===== src/rtl/core/scc_pkg.sv =====
// shared types and constants for the site composition counter
// no dependencies; imported by every module of the block except scc_div
package scc_pkg;

	localparam int OCC_W       = 3;
	localparam int COMP_W      = 3;
	localparam int NUM_MAPS    = 4;
	localparam int MAP_IDX_W   = 2;
	localparam int MAP_W       = 24;
	localparam int VOL_W       = 16;
	localparam int NCOMP_W     = 4;
	localparam int SUB_W       = 3;
	localparam int STORE_DEPTH = 8;
	localparam int QUEUE_DEPTH = 4;
	localparam int FRAC_BITS   = 16;
	localparam int MEAN_W      = 24;
	localparam int FRAC_W      = 17;
	localparam int CNT_OUT_W   = 16;
	localparam int CFG_IDX_W   = 3;
	localparam int CFG_DATA_W  = 24;

	typedef enum logic [CFG_IDX_W-1:0] {
		REG_MAP0,
		REG_MAP1,
		REG_MAP2,
		REG_MAP3,
		REG_SITES,
		REG_NCOMP,
		REG_VAC_EN,
		REG_VAC_COMP
	} reg_idx_t;

	typedef struct packed {
		logic [NUM_MAPS-1:0][MAP_W-1:0] maps;
		logic [VOL_W-1:0]               sites;
		logic [NCOMP_W-1:0]             ncomp;
		logic                           vac_en;
		logic [COMP_W-1:0]              vac_comp;
	} cfg_t;

	// one classified site, front to back
	typedef struct packed {
		logic [COMP_W-1:0] comp;
		logic              counted;
		logic              past;
		logic              final_site;
	} site_entry_t;

	typedef enum logic [2:0] {
		BK_IDLE,
		BK_SUM,
		BK_MEAN_GO,
		BK_MEAN_WAIT,
		BK_FRAC_GO,
		BK_FRAC_WAIT,
		BK_PUSH
	} back_state_t;

	// zero volume acts as one
	function automatic logic [VOL_W-1:0] vol_of(input cfg_t c);
		vol_of = (c.sites == '0) ? VOL_W'(1) : c.sites;
	endfunction

endpackage


===== src/rtl/core/scc_if.sv =====
// valid/ready channel interfaces for site beats and result beats
// depends on scc_pkg for field widths
interface scc_in_if import scc_pkg::*; ();
	logic             valid;
	logic             ready;
	logic [OCC_W-1:0] occupant;
	logic             final_site;

	modport source (output valid, output occupant, output final_site, input ready);
	modport sink   (input valid, input occupant, input final_site, output ready);
endinterface

interface scc_out_if import scc_pkg::*; ();
	logic                 valid;
	logic                 ready;
	logic [COMP_W-1:0]    component;
	logic [CNT_OUT_W-1:0] count;
	logic [MEAN_W-1:0]    mean_per_cell;
	logic [FRAC_W-1:0]    fraction;
	logic                 zero_total;
	logic                 overflow;
	logic                 last_result;

	modport source (output valid, output component, output count, output mean_per_cell,
		output fraction, output zero_total, output overflow, output last_result,
		input ready);
	modport sink   (input valid, input component, input count, input mean_per_cell,
		input fraction, input zero_total, input overflow, input last_result,
		output ready);
endinterface


===== src/rtl/core/site_composition_counter.sv =====
// top level of the site composition counter: config registers, front, queue, back, divider
// depends on scc_pkg, scc_if, scc_queue, scc_front, scc_back, scc_div
//
// Use: site beats arrive on the sites channel, one occupant code each, sublattice
// blocks of sites_per_sublattice sites in order; final_site closes a run. The
// config port writes register cfg_index with cfg_data whenever cfg_write is high.
// Throughput: the front takes one site per cycle while the queue is not full and the
// back retires one queued site per cycle while it is counting, so a run streams at
// one site per cycle behind a 4-entry queue. After the final site the back sweeps
// the counts into the total, then per component runs the bit-serial divider for
// the mean and, unless the fraction is forced to zero, again for the fraction,
// then loads the result beat.
// The front keeps accepting the next run into the queue while results drain.
// Results sit in an output register; when the receiver stalls, the back holds
// its next result and then the queue fills, which drops ready on sites.
// Reset clears the counts, position, flags and queue and loads the register
// defaults; no clearing pass is needed.
module site_composition_counter import scc_pkg::*; #(
	parameter int MAX_SUBLATTICES = 4,
	parameter int MAX_COMPONENTS  = 8,
	parameter int COUNT_WIDTH     = 16
) (
	input  logic                  clk,
	input  logic                  arst_n,
	scc_in_if.sink                sites,
	scc_out_if.source             results,
	input  logic                  cfg_write,
	input  logic [CFG_IDX_W-1:0]  cfg_index,
	input  logic [CFG_DATA_W-1:0] cfg_data
);
	localparam int SUB_LIMIT = (MAX_SUBLATTICES < NUM_MAPS) ? MAX_SUBLATTICES : NUM_MAPS;
	localparam int COMP_CAP  = (MAX_COMPONENTS < STORE_DEPTH) ? MAX_COMPONENTS : STORE_DEPTH;
	localparam int NUM_W     = COUNT_WIDTH + FRAC_BITS;
	localparam int TOT_W     = COUNT_WIDTH + $clog2(STORE_DEPTH);
	localparam int DEN_W     = (TOT_W > VOL_W) ? TOT_W : VOL_W;

	cfg_t             cfg_q;
	logic             q_full;
	logic             q_push;
	site_entry_t      q_in;
	logic             q_pop;
	logic             q_valid;
	site_entry_t      q_out;
	logic             div_start;
	logic [NUM_W-1:0] div_num;
	logic [DEN_W-1:0] div_den;
	logic             div_busy;
	logic             div_done;
	logic [NUM_W-1:0] div_quot;

	always_ff @(posedge clk or negedge arst_n) begin
		if (!arst_n) begin
			cfg_q.maps     <= '0;
			cfg_q.sites    <= VOL_W'(1);
			cfg_q.ncomp    <= NCOMP_W'(1);
			cfg_q.vac_en   <= 1'b0;
			cfg_q.vac_comp <= '0;
		end else if (cfg_write) begin
			unique case (reg_idx_t'(cfg_index))
				REG_MAP0:     cfg_q.maps[0]  <= cfg_data[MAP_W-1:0];
				REG_MAP1:     cfg_q.maps[1]  <= cfg_data[MAP_W-1:0];
				REG_MAP2:     cfg_q.maps[2]  <= cfg_data[MAP_W-1:0];
				REG_MAP3:     cfg_q.maps[3]  <= cfg_data[MAP_W-1:0];
				REG_SITES:    cfg_q.sites    <= cfg_data[VOL_W-1:0];
				REG_NCOMP:    cfg_q.ncomp    <= cfg_data[NCOMP_W-1:0];
				REG_VAC_EN:   cfg_q.vac_en   <= cfg_data[0];
				REG_VAC_COMP: cfg_q.vac_comp <= cfg_data[COMP_W-1:0];
				default:      cfg_q          <= cfg_q;
			endcase
		end
	end

	scc_front #(
		.SUB_LIMIT (SUB_LIMIT)
	) u_front (
		.clk    (clk),
		.arst_n (arst_n),
		.sites  (sites),
		.cfg    (cfg_q),
		.q_full (q_full),
		.push   (q_push),
		.entry  (q_in)
	);

	scc_queue u_queue (
		.clk       (clk),
		.arst_n    (arst_n),
		.push      (q_push),
		.push_data (q_in),
		.full      (q_full),
		.pop       (q_pop),
		.not_empty (q_valid),
		.pop_data  (q_out)
	);

	scc_div #(
		.NUM_W (NUM_W),
		.DEN_W (DEN_W)
	) u_div (
		.clk    (clk),
		.arst_n (arst_n),
		.start  (div_start),
		.num    (div_num),
		.den    (div_den),
		.busy   (div_busy),
		.done   (div_done),
		.quot   (div_quot)
	);

	scc_back #(
		.COMP_CAP    (COMP_CAP),
		.COUNT_WIDTH (COUNT_WIDTH),
		.NUM_W       (NUM_W),
		.DEN_W       (DEN_W)
	) u_back (
		.clk       (clk),
		.arst_n    (arst_n),
		.cfg       (cfg_q),
		.q_valid   (q_valid),
		.q_data    (q_out),
		.pop       (q_pop),
		.div_start (div_start),
		.div_num   (div_num),
		.div_den   (div_den),
		.div_done  (div_done),
		.div_quot  (div_quot),
		.results   (results)
	);

	// the back never restarts the divider mid-division
	a_div_idle_start: assert property (@(posedge clk) disable iff (!arst_n)
		div_start |-> !div_busy)
		else $error("divider started while busy");

	a_div_runs: assert property (@(posedge clk) disable iff (!arst_n)
		div_start |=> div_busy)
		else $error("divider did not start");

	a_frac_range: assert property (@(posedge clk) disable iff (!arst_n)
		results.valid |-> results.fraction <= 17'd65536)
		else $error("fraction above one");

	a_zero_total: assert property (@(posedge clk) disable iff (!arst_n)
		results.valid && results.zero_total |-> results.fraction == '0)
		else $error("nonzero fraction with zero total");
endmodule


===== src/rtl/core/scc_queue.sv =====
// short queue of classified sites between front and back
// depends on scc_pkg for the entry type
module scc_queue import scc_pkg::*; (
	input  logic        clk,
	input  logic        arst_n,
	input  logic        push,
	input  site_entry_t push_data,
	output logic        full,
	input  logic        pop,
	output logic        not_empty,
	output site_entry_t pop_data
);
	localparam int PTR_W = $clog2(QUEUE_DEPTH);

	site_entry_t      mem_q [QUEUE_DEPTH];
	logic [PTR_W-1:0] wr_q;
	logic [PTR_W-1:0] rd_q;
	logic [PTR_W:0]   fill_q;

	assign full      = (fill_q == (PTR_W+1)'(QUEUE_DEPTH));
	assign not_empty = (fill_q != '0);
	assign pop_data  = mem_q[rd_q];

	always_ff @(posedge clk) begin
		if (push) begin
			mem_q[wr_q] <= push_data;
		end
	end

	always_ff @(posedge clk or negedge arst_n) begin
		if (!arst_n) begin
			wr_q   <= '0;
			rd_q   <= '0;
			fill_q <= '0;
		end else begin
			if (push) begin
				wr_q <= wr_q + PTR_W'(1);
			end
			if (pop) begin
				rd_q <= rd_q + PTR_W'(1);
			end
			unique case ({push, pop})
				2'b10:   fill_q <= fill_q + (PTR_W+1)'(1);
				2'b01:   fill_q <= fill_q - (PTR_W+1)'(1);
				default: fill_q <= fill_q;
			endcase
		end
	end
endmodule


===== src/rtl/core/scc_front.sv =====
// front end: accepts site beats, tracks sublattice position, maps occupant to component
// depends on scc_pkg and scc_in_if; feeds scc_queue
module scc_front import scc_pkg::*; #(
	parameter int SUB_LIMIT = 4
) (
	input  logic        clk,
	input  logic        arst_n,
	scc_in_if.sink      sites,
	input  cfg_t        cfg,
	input  logic        q_full,
	output logic        push,
	output site_entry_t entry
);
	logic [VOL_W-1:0] site_q;
	logic [SUB_W-1:0] sub_q;
	logic [VOL_W-1:0] vol;
	logic [VOL_W:0]   site_inc;
	logic             in_range;
	logic [MAP_W-1:0] map_word;

	assign sites.ready = !q_full;
	assign push        = sites.valid && !q_full;
	assign vol         = vol_of(cfg);
	assign site_inc    = {1'b0, site_q} + (VOL_W+1)'(1);
	assign in_range    = (sub_q < SUB_W'(SUB_LIMIT));
	assign map_word    = cfg.maps[sub_q[MAP_IDX_W-1:0]];

	always_comb begin
		entry.comp       = map_word[COMP_W*sites.occupant +: COMP_W];
		entry.counted    = in_range;
		entry.past       = !in_range;
		entry.final_site = sites.final_site;
	end

	always_ff @(posedge clk or negedge arst_n) begin
		if (!arst_n) begin
			site_q <= '0;
			sub_q  <= '0;
		end else if (push) begin
			if (sites.final_site) begin
				site_q <= '0;
				sub_q  <= '0;
			end else if (in_range) begin
				if (site_inc >= {1'b0, vol}) begin
					site_q <= '0;
					sub_q  <= sub_q + SUB_W'(1);
				end else begin
					site_q <= site_inc[VOL_W-1:0];
				end
			end
		end
	end
endmodule


===== src/rtl/core/scc_div.sv =====
// restoring divider, one quotient bit per cycle
// no package dependency; shared by mean and fraction computation
module scc_div #(
	parameter int NUM_W = 32,
	parameter int DEN_W = 19
) (
	input  logic             clk,
	input  logic             arst_n,
	input  logic             start,
	input  logic [NUM_W-1:0] num,
	input  logic [DEN_W-1:0] den,
	output logic             busy,
	output logic             done,
	output logic [NUM_W-1:0] quot
);
	localparam int CNT_W = $clog2(NUM_W + 1);

	logic [NUM_W-1:0] num_q;
	logic [DEN_W-1:0] den_q;
	logic [DEN_W-1:0] rem_q;
	logic [CNT_W-1:0] cnt_q;
	logic             busy_q;
	logic             done_q;
	logic [DEN_W:0]   shifted;
	logic             fits;

	assign shifted = {rem_q, num_q[NUM_W-1]};
	assign fits    = (shifted >= {1'b0, den_q});
	assign busy    = busy_q;
	assign done    = done_q;
	// quotient bits shift in from the bottom as numerator bits leave the top
	assign quot    = num_q;

	always_ff @(posedge clk) begin
		if (start) begin
			num_q <= num;
			den_q <= den;
			rem_q <= '0;
		end else if (busy_q) begin
			num_q <= {num_q[NUM_W-2:0], fits};
			rem_q <= fits ? DEN_W'(shifted - {1'b0, den_q}) : shifted[DEN_W-1:0];
		end
	end

	always_ff @(posedge clk or negedge arst_n) begin
		if (!arst_n) begin
			busy_q <= 1'b0;
			done_q <= 1'b0;
			cnt_q  <= '0;
		end else begin
			done_q <= 1'b0;
			if (start) begin
				busy_q <= 1'b1;
				cnt_q  <= CNT_W'(NUM_W);
			end else if (busy_q) begin
				cnt_q <= cnt_q - CNT_W'(1);
				if (cnt_q == CNT_W'(1)) begin
					busy_q <= 1'b0;
					done_q <= 1'b1;
				end
			end
		end
	end
endmodule


===== src/rtl/core/scc_back.sv =====
// back end: counts classified sites, then sums, normalizes and emits one beat per component
// depends on scc_pkg, scc_out_if; drives the shared scc_div
module scc_back import scc_pkg::*; #(
	parameter int COMP_CAP    = 8,
	parameter int COUNT_WIDTH = 16,
	parameter int NUM_W       = 32,
	parameter int DEN_W       = 19
) (
	input  logic             clk,
	input  logic             arst_n,
	input  cfg_t             cfg,
	input  logic             q_valid,
	input  site_entry_t      q_data,
	output logic             pop,
	output logic             div_start,
	output logic [NUM_W-1:0] div_num,
	output logic [DEN_W-1:0] div_den,
	input  logic             div_done,
	input  logic [NUM_W-1:0] div_quot,
	scc_out_if.source        results
);
	localparam int TOT_W = COUNT_WIDTH + $clog2(STORE_DEPTH);
	localparam logic [COUNT_WIDTH-1:0] COUNT_MAX = '1;

	back_state_t             st_q, st_d;
	logic [COUNT_WIDTH-1:0]  counts_q [STORE_DEPTH];
	logic [COMP_W-1:0]       k_q;
	logic [TOT_W-1:0]        total_q;
	logic                    ovf_q;
	logic [MEAN_W-1:0]       mean_q;
	logic [FRAC_W-1:0]       frac_q;

	logic                    out_valid_q;
	logic [COMP_W-1:0]       out_comp_q;
	logic [CNT_OUT_W-1:0]    out_count_q;
	logic [MEAN_W-1:0]       out_mean_q;
	logic [FRAC_W-1:0]       out_frac_q;
	logic                    out_zero_q;
	logic                    out_ovf_q;
	logic                    out_last_q;

	logic [NCOMP_W-1:0]      n_use;
	logic                    vac_used;
	logic                    is_vac;
	logic                    k_last;
	logic                    need_frac;
	logic [COMP_W-1:0]       rd_idx;
	logic [COUNT_WIDTH-1:0]  cnt_rd;
	logic [31:0]             cnt_wide;
	logic                    out_free;
	logic                    out_load;

	always_comb begin
		if (cfg.ncomp == '0) begin
			n_use = NCOMP_W'(1);
		end else if (cfg.ncomp > NCOMP_W'(COMP_CAP)) begin
			n_use = NCOMP_W'(COMP_CAP);
		end else begin
			n_use = cfg.ncomp;
		end
	end

	assign vac_used  = cfg.vac_en && ({1'b0, cfg.vac_comp} < n_use);
	assign is_vac    = vac_used && (k_q == cfg.vac_comp);
	assign k_last    = (({1'b0, k_q} + NCOMP_W'(1)) == n_use);
	assign need_frac = (total_q != '0) && !is_vac;
	// one read port: site component while counting, sweep index otherwise
	assign rd_idx    = (st_q == BK_IDLE) ? q_data.comp : k_q;
	assign cnt_rd    = counts_q[rd_idx];
	assign cnt_wide  = 32'(cnt_rd);
	assign out_free  = !out_valid_q || results.ready;

	assign div_num = {cnt_rd, {FRAC_BITS{1'b0}}};
	assign div_den = (st_q == BK_MEAN_GO) ? DEN_W'(vol_of(cfg)) : DEN_W'(total_q);

	always_comb begin
		st_d      = st_q;
		pop       = 1'b0;
		div_start = 1'b0;
		out_load  = 1'b0;
		unique case (st_q)
			BK_IDLE: begin
				if (q_valid) begin
					pop = 1'b1;
					if (q_data.final_site) begin
						st_d = BK_SUM;
					end
				end
			end
			BK_SUM: begin
				if (k_last) begin
					st_d = BK_MEAN_GO;
				end
			end
			BK_MEAN_GO: begin
				div_start = 1'b1;
				st_d      = BK_MEAN_WAIT;
			end
			BK_MEAN_WAIT: begin
				if (div_done) begin
					st_d = need_frac ? BK_FRAC_GO : BK_PUSH;
				end
			end
			BK_FRAC_GO: begin
				div_start = 1'b1;
				st_d      = BK_FRAC_WAIT;
			end
			BK_FRAC_WAIT: begin
				if (div_done) begin
					st_d = BK_PUSH;
				end
			end
			BK_PUSH: begin
				if (out_free) begin
					out_load = 1'b1;
					st_d     = k_last ? BK_IDLE : BK_MEAN_GO;
				end
			end
			default: st_d = BK_IDLE;
		endcase
	end

	always_ff @(posedge clk or negedge arst_n) begin
		if (!arst_n) begin
			st_q <= BK_IDLE;
		end else begin
			st_q <= st_d;
		end
	end

	always_ff @(posedge clk or negedge arst_n) begin
		if (!arst_n) begin
			for (int i = 0; i < STORE_DEPTH; i++) begin
				counts_q[i] <= '0;
			end
			k_q     <= '0;
			total_q <= '0;
			ovf_q   <= 1'b0;
		end else begin
			unique case (st_q)
				BK_IDLE: begin
					if (pop) begin
						if (q_data.counted) begin
							if (cnt_rd == COUNT_MAX) begin
								ovf_q <= 1'b1;
							end else begin
								counts_q[q_data.comp] <= cnt_rd + COUNT_WIDTH'(1);
							end
						end
						if (q_data.past) begin
							ovf_q <= 1'b1;
						end
						if (q_data.final_site) begin
							k_q     <= '0;
							total_q <= '0;
						end
					end
				end
				BK_SUM: begin
					if (!is_vac) begin
						total_q <= total_q + TOT_W'(cnt_rd);
					end
					k_q <= k_last ? '0 : k_q + COMP_W'(1);
				end
				BK_PUSH: begin
					if (out_load) begin
						if (k_last) begin
							for (int i = 0; i < STORE_DEPTH; i++) begin
								counts_q[i] <= '0;
							end
							ovf_q <= 1'b0;
							k_q   <= '0;
						end else begin
							k_q <= k_q + COMP_W'(1);
						end
					end
				end
				default: begin
				end
			endcase
		end
	end

	always_ff @(posedge clk) begin
		if (st_q == BK_MEAN_WAIT && div_done) begin
			mean_q <= (div_quot > NUM_W'(24'hFFFFFF)) ? '1 : div_quot[MEAN_W-1:0];
			frac_q <= '0;
		end
		if (st_q == BK_FRAC_WAIT && div_done) begin
			frac_q <= div_quot[FRAC_W-1:0];
		end
		if (out_load) begin
			out_comp_q  <= k_q;
			out_count_q <= (cnt_wide > 32'hFFFF) ? '1 : cnt_wide[CNT_OUT_W-1:0];
			out_mean_q  <= mean_q;
			out_frac_q  <= frac_q;
			out_zero_q  <= (total_q == '0);
			out_ovf_q   <= ovf_q;
			out_last_q  <= k_last;
		end
	end

	always_ff @(posedge clk or negedge arst_n) begin
		if (!arst_n) begin
			out_valid_q <= 1'b0;
		end else if (out_load) begin
			out_valid_q <= 1'b1;
		end else if (results.ready) begin
			out_valid_q <= 1'b0;
		end
	end

	assign results.valid         = out_valid_q;
	assign results.component     = out_comp_q;
	assign results.count         = out_count_q;
	assign results.mean_per_cell = out_mean_q;
	assign results.fraction      = out_frac_q;
	assign results.zero_total    = out_zero_q;
	assign results.overflow      = out_ovf_q;
	assign results.last_result   = out_last_q;
endmodule


===== src/flat_wrapper.sv =====
// flat-port wrapper written by rule: the top's interface ports become plain ports
module site_composition_counter_flat import scc_pkg::*;
#(
	parameter int MAX_SUBLATTICES = 4,
	parameter int MAX_COMPONENTS  = 8,
	parameter int COUNT_WIDTH     = 16
)
  (clk, arst_n, cfg_write, cfg_index, cfg_data, sites_valid, sites_occupant, sites_final_site, sites_ready, results_valid, results_component, results_count, results_mean_per_cell, results_fraction, results_zero_total, results_overflow, results_last_result, results_ready);
  scc_in_if sites_i ();
  scc_out_if results_i ();
  input  logic clk;
  input  logic arst_n;
  input  logic cfg_write;
  input  logic [CFG_IDX_W-1:0] cfg_index;
  input  logic [CFG_DATA_W-1:0] cfg_data;
  input wire logic [$bits(sites_i.valid)-1:0] sites_valid;
  input wire logic [$bits(sites_i.occupant)-1:0] sites_occupant;
  input wire logic [$bits(sites_i.final_site)-1:0] sites_final_site;
  output wire logic [$bits(sites_i.ready)-1:0] sites_ready;
  output wire logic [$bits(results_i.valid)-1:0] results_valid;
  output wire logic [$bits(results_i.component)-1:0] results_component;
  output wire logic [$bits(results_i.count)-1:0] results_count;
  output wire logic [$bits(results_i.mean_per_cell)-1:0] results_mean_per_cell;
  output wire logic [$bits(results_i.fraction)-1:0] results_fraction;
  output wire logic [$bits(results_i.zero_total)-1:0] results_zero_total;
  output wire logic [$bits(results_i.overflow)-1:0] results_overflow;
  output wire logic [$bits(results_i.last_result)-1:0] results_last_result;
  input wire logic [$bits(results_i.ready)-1:0] results_ready;
  assign sites_i.valid = sites_valid;
  assign sites_i.occupant = sites_occupant;
  assign sites_i.final_site = sites_final_site;
  assign sites_ready = sites_i.ready;
  assign results_valid = results_i.valid;
  assign results_component = results_i.component;
  assign results_count = results_i.count;
  assign results_mean_per_cell = results_i.mean_per_cell;
  assign results_fraction = results_i.fraction;
  assign results_zero_total = results_i.zero_total;
  assign results_overflow = results_i.overflow;
  assign results_last_result = results_i.last_result;
  assign results_i.ready = results_ready;
  site_composition_counter #(.MAX_SUBLATTICES(MAX_SUBLATTICES), .MAX_COMPONENTS(MAX_COMPONENTS), .COUNT_WIDTH(COUNT_WIDTH)) u_core (.clk(clk), .arst_n(arst_n), .sites(sites_i), .results(results_i), .cfg_write(cfg_write), .cfg_index(cfg_index), .cfg_data(cfg_data));
endmodule

===== config.mk =====
export PLATFORM = sky130hd
export DESIGN_NAME = site_composition_counter_flat
export DESIGN_NICKNAME = d
export VERILOG_FILES = /design/src/rtl/core/scc_pkg.sv /design/src/rtl/core/scc_if.sv /design/src/rtl/core/site_composition_counter.sv /design/src/rtl/core/scc_queue.sv /design/src/rtl/core/scc_front.sv /design/src/rtl/core/scc_div.sv /design/src/rtl/core/scc_back.sv /design/src/flat_wrapper.sv
export SDC_FILE = /design/constraint.sdc
export NUM_CORES = 1
export LEC_CHECK = 0
export ABC_CLOCK_PERIOD_IN_PS = 4200
export BUFFER_PORTS_ARGS = -buffer_cell sky130_fd_sc_hd__buf_2
export CORE_ASPECT_RATIO = 0.8
export CORE_MARGIN = 2
export CORE_UTILIZATION = 56
export DETAILED_ROUTE_END_ITERATION = 16
export PLACE_DENSITY_LB_ADDON = 0.1
export SLEW_MARGIN = 20
export SYNTH_ARGS = -nofsm -noshare
export SYNTH_HDL_FRONTEND = slang
export SYNTH_HIERARCHICAL = 1
export SYNTH_SLANG_ARGS = --single-unit

===== constraint.sdc =====
create_clock -name clk -period 4.2 [get_ports clk]
set_input_delay 0.42 -clock clk [delete_from_list [all_inputs] [get_ports clk]]
set_output_delay 0.42 -clock clk [all_outputs]
set_load 0.01 [all_outputs]

==> impl_metrics.csv, run 1 <==
group,metric,value,unit
timing,finalCriticalPeriod,4.06,ns
synthesis,syn_inst,2097,
detailed_routing,detail_route.iter0.violations,1503,
timing,fmax,246,MHz
synthesis,synth-seq-cells,507,
worst_setup_path,required,4.67,ns
worst_setup_path,critPathKind,"register to register",
finish,drive_gt1_share,26.0,%
synthesis,netlist_area,25800,sq um
synthesis,synth_top_flop_cell,"dfrtp_1",
synthesis,synth-edff-count,179,
place,placed_area,27400,sq um
worst_setup_path,reg2reg_slack,0.14,ns
timing,slew_headroom,28.7,%
worst_setup_path,cp_common_cell,"mux2i_2",
job,cap_violations,0,
finish,area_delta_synth_final,13.9,%
pwr,leakagePower,12.6,nW
timing,clock-skew-final,0.0196,ns
pwr,power_density,717,nW/um^2
timing,setup_viol,0,
floorplan,die_w,244,um
worst_setup_path,slowest_delay,0.58,ns
detailed_routing,final_antenna_net_count,0,
timing,slew_violations,0,
finish,final_area,29400,sq um
floorplan,io_pins,101,
place,io_buffers,100,
finish,nets,2364,
place,place.gp.congestion,0.883,
clock_network,clk-insertion-delay-late,0.60,ns
global_route,grt_pass1_wl,98.6,mm
worst_setup_path,crit_family,"multiplexers",
worst_setup_path,crit_path_cell_trace,"mux4_2 > mux2i_4 > buf_12 > mux2i_2 > mux2i_1 > mux2i_2 > inv_1 > ha_1 > buf_4 > a21oi_4 > o211ai_1 > a41oi_2 > o21ai_2 > o31a_1 > a31oi_2 > xnor2_1 > nor2_1",
timing,tightest_slew,1.07,ns
clock_network,clk_pin_slew_worst_paths,0.06,ns
detailed_routing,drc,0,
timing,hold_violations,0,
worst_setup_path,cp_slowest_cell,"mux4_2",
global_route,grt_usage,26.4,%
clock_network,cts_sinks,507,
finish,fin_util,64.5,%
worst_setup_path,end_kind,"register",
finish,multi_input_area,11400,sq um
worst_setup_path,reg2reg_to,"u_core/u_back/total_q[17]",
global_route,grt_overflow,0,
min_path,worst_hold_path.endpoint,"u_core/cfg_q[47]",
synthesis,ys_warn_count,6,
synthesis,synth.distinct_cells,96,
floorplan,dieArea,47900,sq um
global_route,grt_pass1_vias,17400,
finish,fillers,3481,
detailed_routing,vias,17300,
floorplan,dieHeight,196,um
worst_setup_path,rr_startpoint,"u_core/u_queue/rd_q[0]",
worst_setup_path,path_buf_inv,3,
finish,seq_area,13500,sq um
synthesis,synth_top_area_share,29.7,%
timing,grt_setup_unrepaired,"true",
floorplan,core_region_area,45600,sq um
synthesis,ys_seq_area_share,52.2,%
detailed_routing,via_per_inst,5.94,
clock_network,cts_buffers,51,
worst_setup_path,arrival,4.52,ns
min_path,hold_depth,2,
worst_setup_path,r2r_cells,17,
floorplan,start_util,56.6,%
global_route,antenna_found_initial,4,
run_status,status,"finished, final reports clean",
clock_network,clock-root-buffer,"clkbuf_16",
worst_setup_path,crit_fanout,6,
synthesis,syn_avg_cell_area,12.3,sq um
synthesis,ys_top_cells_by_area,"dfrtp_1 (30%), edfxtp_1 (21%), mux2i_1 (5.9%)",
pwr,peakVddDrop,0.384,mV
global_route,grt_max_degree,102,
worst_setup_path,worstSetupStartpointType,"register",
detailed_routing,wirelength,62.2,mm
clock_network,clk_path_buf_depth,3,
synthesis,async_flop_share,60.9,%
floorplan,std_cell_rows,70,
clock_network,h-tree-depth,2,
detailed_routing,routedWlPerCell,21.3,um
min_path,worstHoldStart,"cfg_data[23]",
detailed_routing,first_pass_iters,6,
place,hpwl,43.0,mm
clock_network,tritoncts,"yes",
timing,fin_crit_sh,96.6,%
synthesis,synth_top_area_cell,"dfrtp_1",
min_path,min_path_type,"primary input to register",
==> per-layer routing <==
metal	wire length, um	vias up	global-route usage (%)
met5	13	-	0
met4	1250	2	6.93
met3	4050	96	4.75
met2	27900	511	40.1
met1	28900	8702	39.2
li1	-	8007	-
==> kinds of logic after synthesis <==
kind of cell    count (synthesis)  synth area share, %
flops                         507                 52.2
simple gates                  431                 8.81
compound gates                406                 10.2
mux                           372                 18.2
buf+inv                       240                 4.73
xor+xnor                       72                 2.44
fa+ha+maj                      68                 3.38
other cells                     1               0.0145
==> worst reg2reg max path, delay by kind of cell, from the launching register on <==
| family | cells | cell delay (ns) |
|---|---|---|
| XOR/XNOR | 1 | 0.14 |
| AND/OR/NAND/NOR | 1 | 0.05 |
| adder cells (fa/ha/maj) | 1 | 0.29 |
| buffers and inverters | 3 | 0.45 |
| multiplexers | 5 | 1.44 |
| flip-flops | 1 | 0.38 |
| AO/OA/AOI/OAI | 6 | 1.18 |
==> worst max path at each step <==
stage	start	to	cells after the start
after global routing	u_core/u_queue/rd_q[0]	u_core/u_back/total_q[17]	17
final	u_core/u_queue/rd_q[0]	u_core/u_back/total_q[17]	17
after floorplan	u_core/u_queue/rd_q[0]	u_core/u_back/total_q[18]	22
after detailed placement	u_core/u_back/st_q[0]	u_core/u_back/total_q[15]	18
after CTS	u_core/u_back/st_q[0]	u_core/u_back/counts_q[97]	13
after global placement	u_core/u_back/st_q[0]	u_core/u_back/total_q[18]	17
==> through the flow <==
stage | instances | power, mW | worst slack, ns | TNS (ns) | hold WS [ns]
global route | 2915 | 22.3 | -0.0327 | -0.0525 | 0.0954
detailed placement | 2803 | 16.0 | -0.0502 | -0.174 | 0.405
global placement | 2803 | 15.8 | 0.00865 | 0 | 0.403
CTS | 2900 | 20.7 | 0.0214 | 0 | 0.0846
finish | 2916 | 21.1 | 0.143 | 0 | 0.102
floorplan | 2112 | 13.4 | -0.0751 | -0.135 | 0.124
==> state kept, by name, summed over array words and instances (netlist names), 2 cells and up <==
signal,count
u_core/u_back/counts_q,128
u_core/u_back/total_q,19
u_core/u_back/results.component,3
u_core/u_div/rem_q,19
u_core/u_queue/fill_q,3
u_core/u_back/results.count,16
u_core/u_queue/rd_q,2
u_core/u_front/site_q,16
u_core/u_back/mean_q,24
u_core/u_back/results.fraction,17
u_core/u_back/st_q,3
u_core/u_div/quot,32
u_core/u_div/den_q,19
u_core/u_queue/wr_q,2
u_core/u_queue/mem_q,24
u_core/u_div/cnt_q,6
u_core/u_back/results.mean_per_cell,24
u_core/cfg_q,120
u_core/u_back/k_q,3
u_core/u_front/sub_q,3
u_core/u_back/frac_q,17
==> repair_timing <==
item / in CTS / in global routing
gates cloned: 0 / 1
hold buffers: 1 / 0
pin swaps: 1 / 15
setup endpoints to repair: 5 / 82
hold endpoints to repair: 95 / 0
buffers inserted: 2 / 13
resized for setup: 2 / 25
==> area by class of cell <==
cell class | count | share of cell area (%)
Tap cell | 612 | 2.60
Sequential cell | 507 | 45.9
Clock inverter | 20 | 0.863
Timing Repair Buffer | 226 | 5.61
Multi-Input combinational cell | 1365 | 38.8
Antenna cell | 3 | 0.0255
Inverter | 109 | 1.39
Clock buffer | 74 | 4.87
==> cells in the final DEF, fill, tap and decap left out, types with 8 or more instances in the layout <==
master     instances
conb_1            16
and2_1            30
nor4_1            15
or2_2             32
a211oi_1          11
xor2_1            34
buf_12            14
o211ai_1           8
ha_1              63
nand2b_1          25
xnor2_1           38
o22ai_1           39
mux2_4            62
clkbuf_1          16
inv_1            105
buf_4            110
a21o_1            10
mux2_1            10
edfxtp_1         179
o31ai_1            8
nand2_1          119
clkbuf_16         52
nor3_1            25
mux2_2           105
dfrtp_1          306
and3_1            11
a21oi_1           49
o21ai_0          151
nor2_1            69
mux4_2            39
o2bb2ai_1         35
nor2b_1            8
o21ai_1            9
dfxtp_1           19
mux2i_1          146
nand4_1           15
nand3_1           37
buf_2             99
==> power breakdown <==
part,total [mW],internal [mW],switching (mW)
Combinational,9.14,4.12,5.01
Sequential,7.37,6.44,0.936
Clock,4.59,2.68,1.91
Total,21.1,13.2,7.86
==> synth_stat cells, types with 6 or more instances <==
| cell type | number |
|---|---|
| dfrtp_1 | 307 |
| edfxtp_1 | 179 |
| o21ai_0 | 155 |
| mux2i_1 | 153 |
| nand2_1 | 119 |
| inv_1 | 108 |
| mux2_2 | 107 |
| nor2_1 | 71 |
| ha_1 | 65 |
| mux2_4 | 60 |
| a21oi_1 | 55 |
| clkbuf_1 | 49 |
| mux4_2 | 39 |
| o22ai_1 | 39 |
| xnor2_1 | 38 |
| nand3_1 | 37 |
| o2bb2ai_1 | 35 |
| xor2_1 | 34 |
| or2_2 | 33 |
| and2_1 | 30 |
| nor3_1 | 27 |
| buf_2 | 25 |
| nand2b_1 | 25 |
| buf_4 | 23 |
| buf_6 | 21 |
| dfxtp_1 | 19 |
| nand4_1 | 15 |
| nor4_1 | 15 |
| a211oi_1 | 12 |
| and3_1 | 11 |
| a21o_1 | 10 |
| mux2_1 | 10 |
| o31ai_1 | 10 |
| buf_1 | 8 |
| nor2b_1 | 8 |
| o211ai_1 | 8 |
| o21ai_1 | 8 |
| a32oi_1 | 7 |
| nor3b_1 | 7 |
| a31oi_1 | 6 |
| or3_1 | 6 |
No activity file was read; power rests on OpenSTA's default activity.
==> run 2: changes to the inputs <==
- ABC_AREA: not set -> 1
- CORE_UTILIZATION: 56 -> 57
- GPL_ROUTABILITY_DRIVEN: not set -> 0
==> impl_metrics.csv, run 2 <==
group,metric,value,unit
global_route,grt_pass1_vias,21200,
floorplan,dieArea,48100,sq um
synthesis,synth_top_family_by_area,"simple AND/OR/NAND/NOR gates",
finish,area_delta_synth_final,10.6,%
timing,hold_ws,0.0296,ns
global_route,grt_max_degree,107,
pwr,leakagePower,14.2,nW
synthesis,synthMuxAreaShare,0,%
worst_setup_path,path_buf_inv,6,
worst_setup_path,critPathKind,"register to register",
global_route,grt_usage,30.0,%
timing,clock-skew-final,0.0227,ns
synthesis,synth.distinct_cells,58,
detailed_routing,wirelength,71.3,mm
clock_network,clk-insertion-delay-late,0.60,ns
floorplan,start_util,57.7,%
worst_setup_path,slowest_delay,0.55,ns
synthesis,synth-simple-area-share,30.9,%
worst_setup_path,required,4.68,ns
timing,finalCriticalPeriod,4.02,ns
worst_setup_path,crit_end,"u_core/u_back/counts_q[13]",
synthesis,synth_top_area_share,29.1,%
clock_network,tritoncts,"yes",
worst_setup_path,cp.depth,18,
synthesis,async_flop_share,60.9,%
clock_network,clock-root-buffer,"clkbuf_16",
synthesis,syn_avg_cell_area,8.20,sq um
job,cap_violations,0,
place,placed_area,27400,sq um
place,io_buffers,100,
clock_network,clk_pin_slew_worst_paths,0.06,ns
worst_setup_path,end_kind,"register",
worst_setup_path,arrival,4.50,ns
timing,hold_violations,0,
global_route,grt_overflow,0,
worst_setup_path,r2r_cells,18,
clock_network,h-tree-depth,2,
finish,top_register,"u_core/u_back/counts_q",
worst_setup_path,crit_fanout,16,
global_route,antenna_found_initial,2,
synthesis,synth-compound-area-share,5.80,%
detailed_routing,final_antenna_net_count,0,
finish,final_area,29200,sq um
worst_setup_path,worstSetupStartpointType,"register",
synthesis,synth-adder-area-share,3.31,%
worst_setup_path,reg2reg_to,"u_core/u_back/counts_q[13]",
detailed_routing,routedWlPerCell,18.1,um
synthesis,synth-seq-cells,507,
timing,tightest_slew,1.24,ns
timing,fin_crit_sh,95.7,%
clock_network,cts_sinks,507,
synthesis,synthTopCellsByCount,"nand2_1 (1,181), nand3_1 (374), dfrtp_1 (307)",
synthesis,syn_inst,3218,
detailed_routing,drc,0,
timing,final.setup.tns,0,ns
timing,fmax,249,MHz
timing,slew_violations,0,
timing,slew_headroom,17.0,%
detailed_routing,detail_route.iter0.violations,2512,
run_status,status,"finished, final reports clean",
min_path,min_path_type,"primary input to register",
synthesis,synth_xor_area_share,1.48,%
detailed_routing,first_pass_iters,6,
global_route,grt_pass1_wl,115,mm
timing,setup_viol,0,
clock_network,cts_buffers,51,
finish,mostFrequentLayoutCells,"nand2_1 (1,180), nand3_1 (374), dfrtp_1 (306)",
worst_setup_path,cp_common_cell,"nand2_1",
worst_setup_path,crit_start,"u_core/u_queue/rd_q[1]",
finish,drive_gt1_share,10.1,%
synthesis,netlist_area,26400,sq um
floorplan,core_region_area,45700,sq um
synthesis,ys_seq_area_share,51.1,%
pwr,peakVddDrop,0.424,mV
finish,nets,3387,
detailed_routing,vias,22600,
place,hpwl,46.3,mm
floorplan,io_pins,101,
worst_setup_path,crit_path_cell_trace,"inv_1 > buf_4 > o211ai_1 > nand2_1 > inv_1 > o21ai_4 > buf_4 > nand3_1 > nand3_1 > nand2_1 > buf_4 > nand2_1 > nor3_2 > buf_4 > nand3_4 > nand3_2 > nand2_1 > nand2_1",
floorplan,die_w,245,um
synthesis,ys_top_cells_by_area,"dfrtp_1 (29%), edfxtp_1 (20%), nand2_1 (17%)",
floorplan,std_cell_rows,70,
pwr,power_density,822,nW/um^2
clock_network,clk_path_buf_depth,3,
finish,layout_commonest_cell,"nand2_1",
synthesis,synth_top_flop_cell,"dfrtp_1",
worst_setup_path,reg2reg_slack,0.18,ns
worst_setup_path,cp_slowest_cell,"nand3_2",
synthesis,synth-edff-count,179,
detailed_routing,via_per_inst,5.74,
floorplan,dieHeight,196,um
synthesis,synth_top_area_cell,"dfrtp_1",
clock_network,post-cts-setup-buffer-count,0,
finish,largest_register_ffs,128,
synthesis,ys_warn_count,6,
worst_setup_path,rr_startpoint,"u_core/u_queue/rd_q[1]",
synthesis,synth_most_common_cell,"nand2_1",
worst_setup_path,crit_family,"simple AND/OR/NAND/NOR gates",
-- run 2: layout make-up --
class / instances / area [sq um]
Fill cell: 3958 / 16500
Clock buffer: 82 / 1590
Tap cell: 612 / 766
Clock inverter: 14 / 166
Multi-Input combinational cell: 2289 / 11100
Sequential cell: 507 / 13500
Timing Repair Buffer: 162 / 1040
Inverter: 272 / 1020
Antenna cell: 2 / 5.00
-- run 2: worst min-delay path by stage --
stage,depth (start not counted),slack (ns),to,startpoint
4_1_cts,2,0.02,u_core/u_back/results.valid,results_ready
3_5_place_dp,0,0.40,u_core/u_back/results.mean_per_cell[1],u_core/u_back/mean_q[1]
3_3_place_gp,0,0.40,u_core/u_back/results.mean_per_cell[9],u_core/u_back/mean_q[9]
2_1_floorplan,0,0.12,u_core/cfg_q[0],arst_n
5_1_grt,2,0.06,u_core/u_back/results.valid,results_ready
6_report,2,0.03,u_core/u_back/results.valid,results_ready
-- run 2: per-layer routing --
layer / up-vias / share of wire (%) / global-route usage [%] / wire length [um]
met2: 1052 / 44 / 45.1 / 31600
met5: - / 0 / 0 / 0
met4: 0 / 2.9 / 10.1 / 2040
met1: 10800 / 43 / 43.7 / 30900
li1: 10700 / - / - / -
met3: 158 / 9.4 / 5.92 / 6690
-- run 2: where the power goes --
group / leakage (nW) / total (mW) / internal, mW / switching (mW)
registers: 5.87 / 7.52 / 6.71 / 0.802
logic: 7.44 / 11.8 / 3.52 / 8.24
clock network: 0.861 / 4.71 / 2.78 / 1.93
total: 14.2 / 24.0 / 13.0 / 11.0
-- run 2: metrics by stage --
step	setup WS, ns	utilization [%]	power (mW)	cells
floorplan	0.0683	-	15.4	3233
global placement	0.261	59.8	18.6	3841
detailed placement	0.164	59.8	18.9	3841
CTS	0.118	63.7	23.7	3938
global route	-0.0132	63.9	25.7	3940
finish	0.181	63.9	24.0	3940
-- run 2: what timing repair did --
action                     in CTS  in global routing
resized for setup               0                 18
hold endpoints to repair      103                  0
hold buffers                    1                  0
setup endpoints to repair       0                135
-- run 2: logic make-up after synthesis --
| kind of cell | count (synthesis) |
|---|---|
| xor gates and xnor gates | 43 |
| other | 1 |
| and+or+nand+nor | 1901 |
| buffers and inverters | 437 |
| DFF | 507 |
| adders and majority gates | 68 |
| AOI/OAI and AO/OA | 261 |
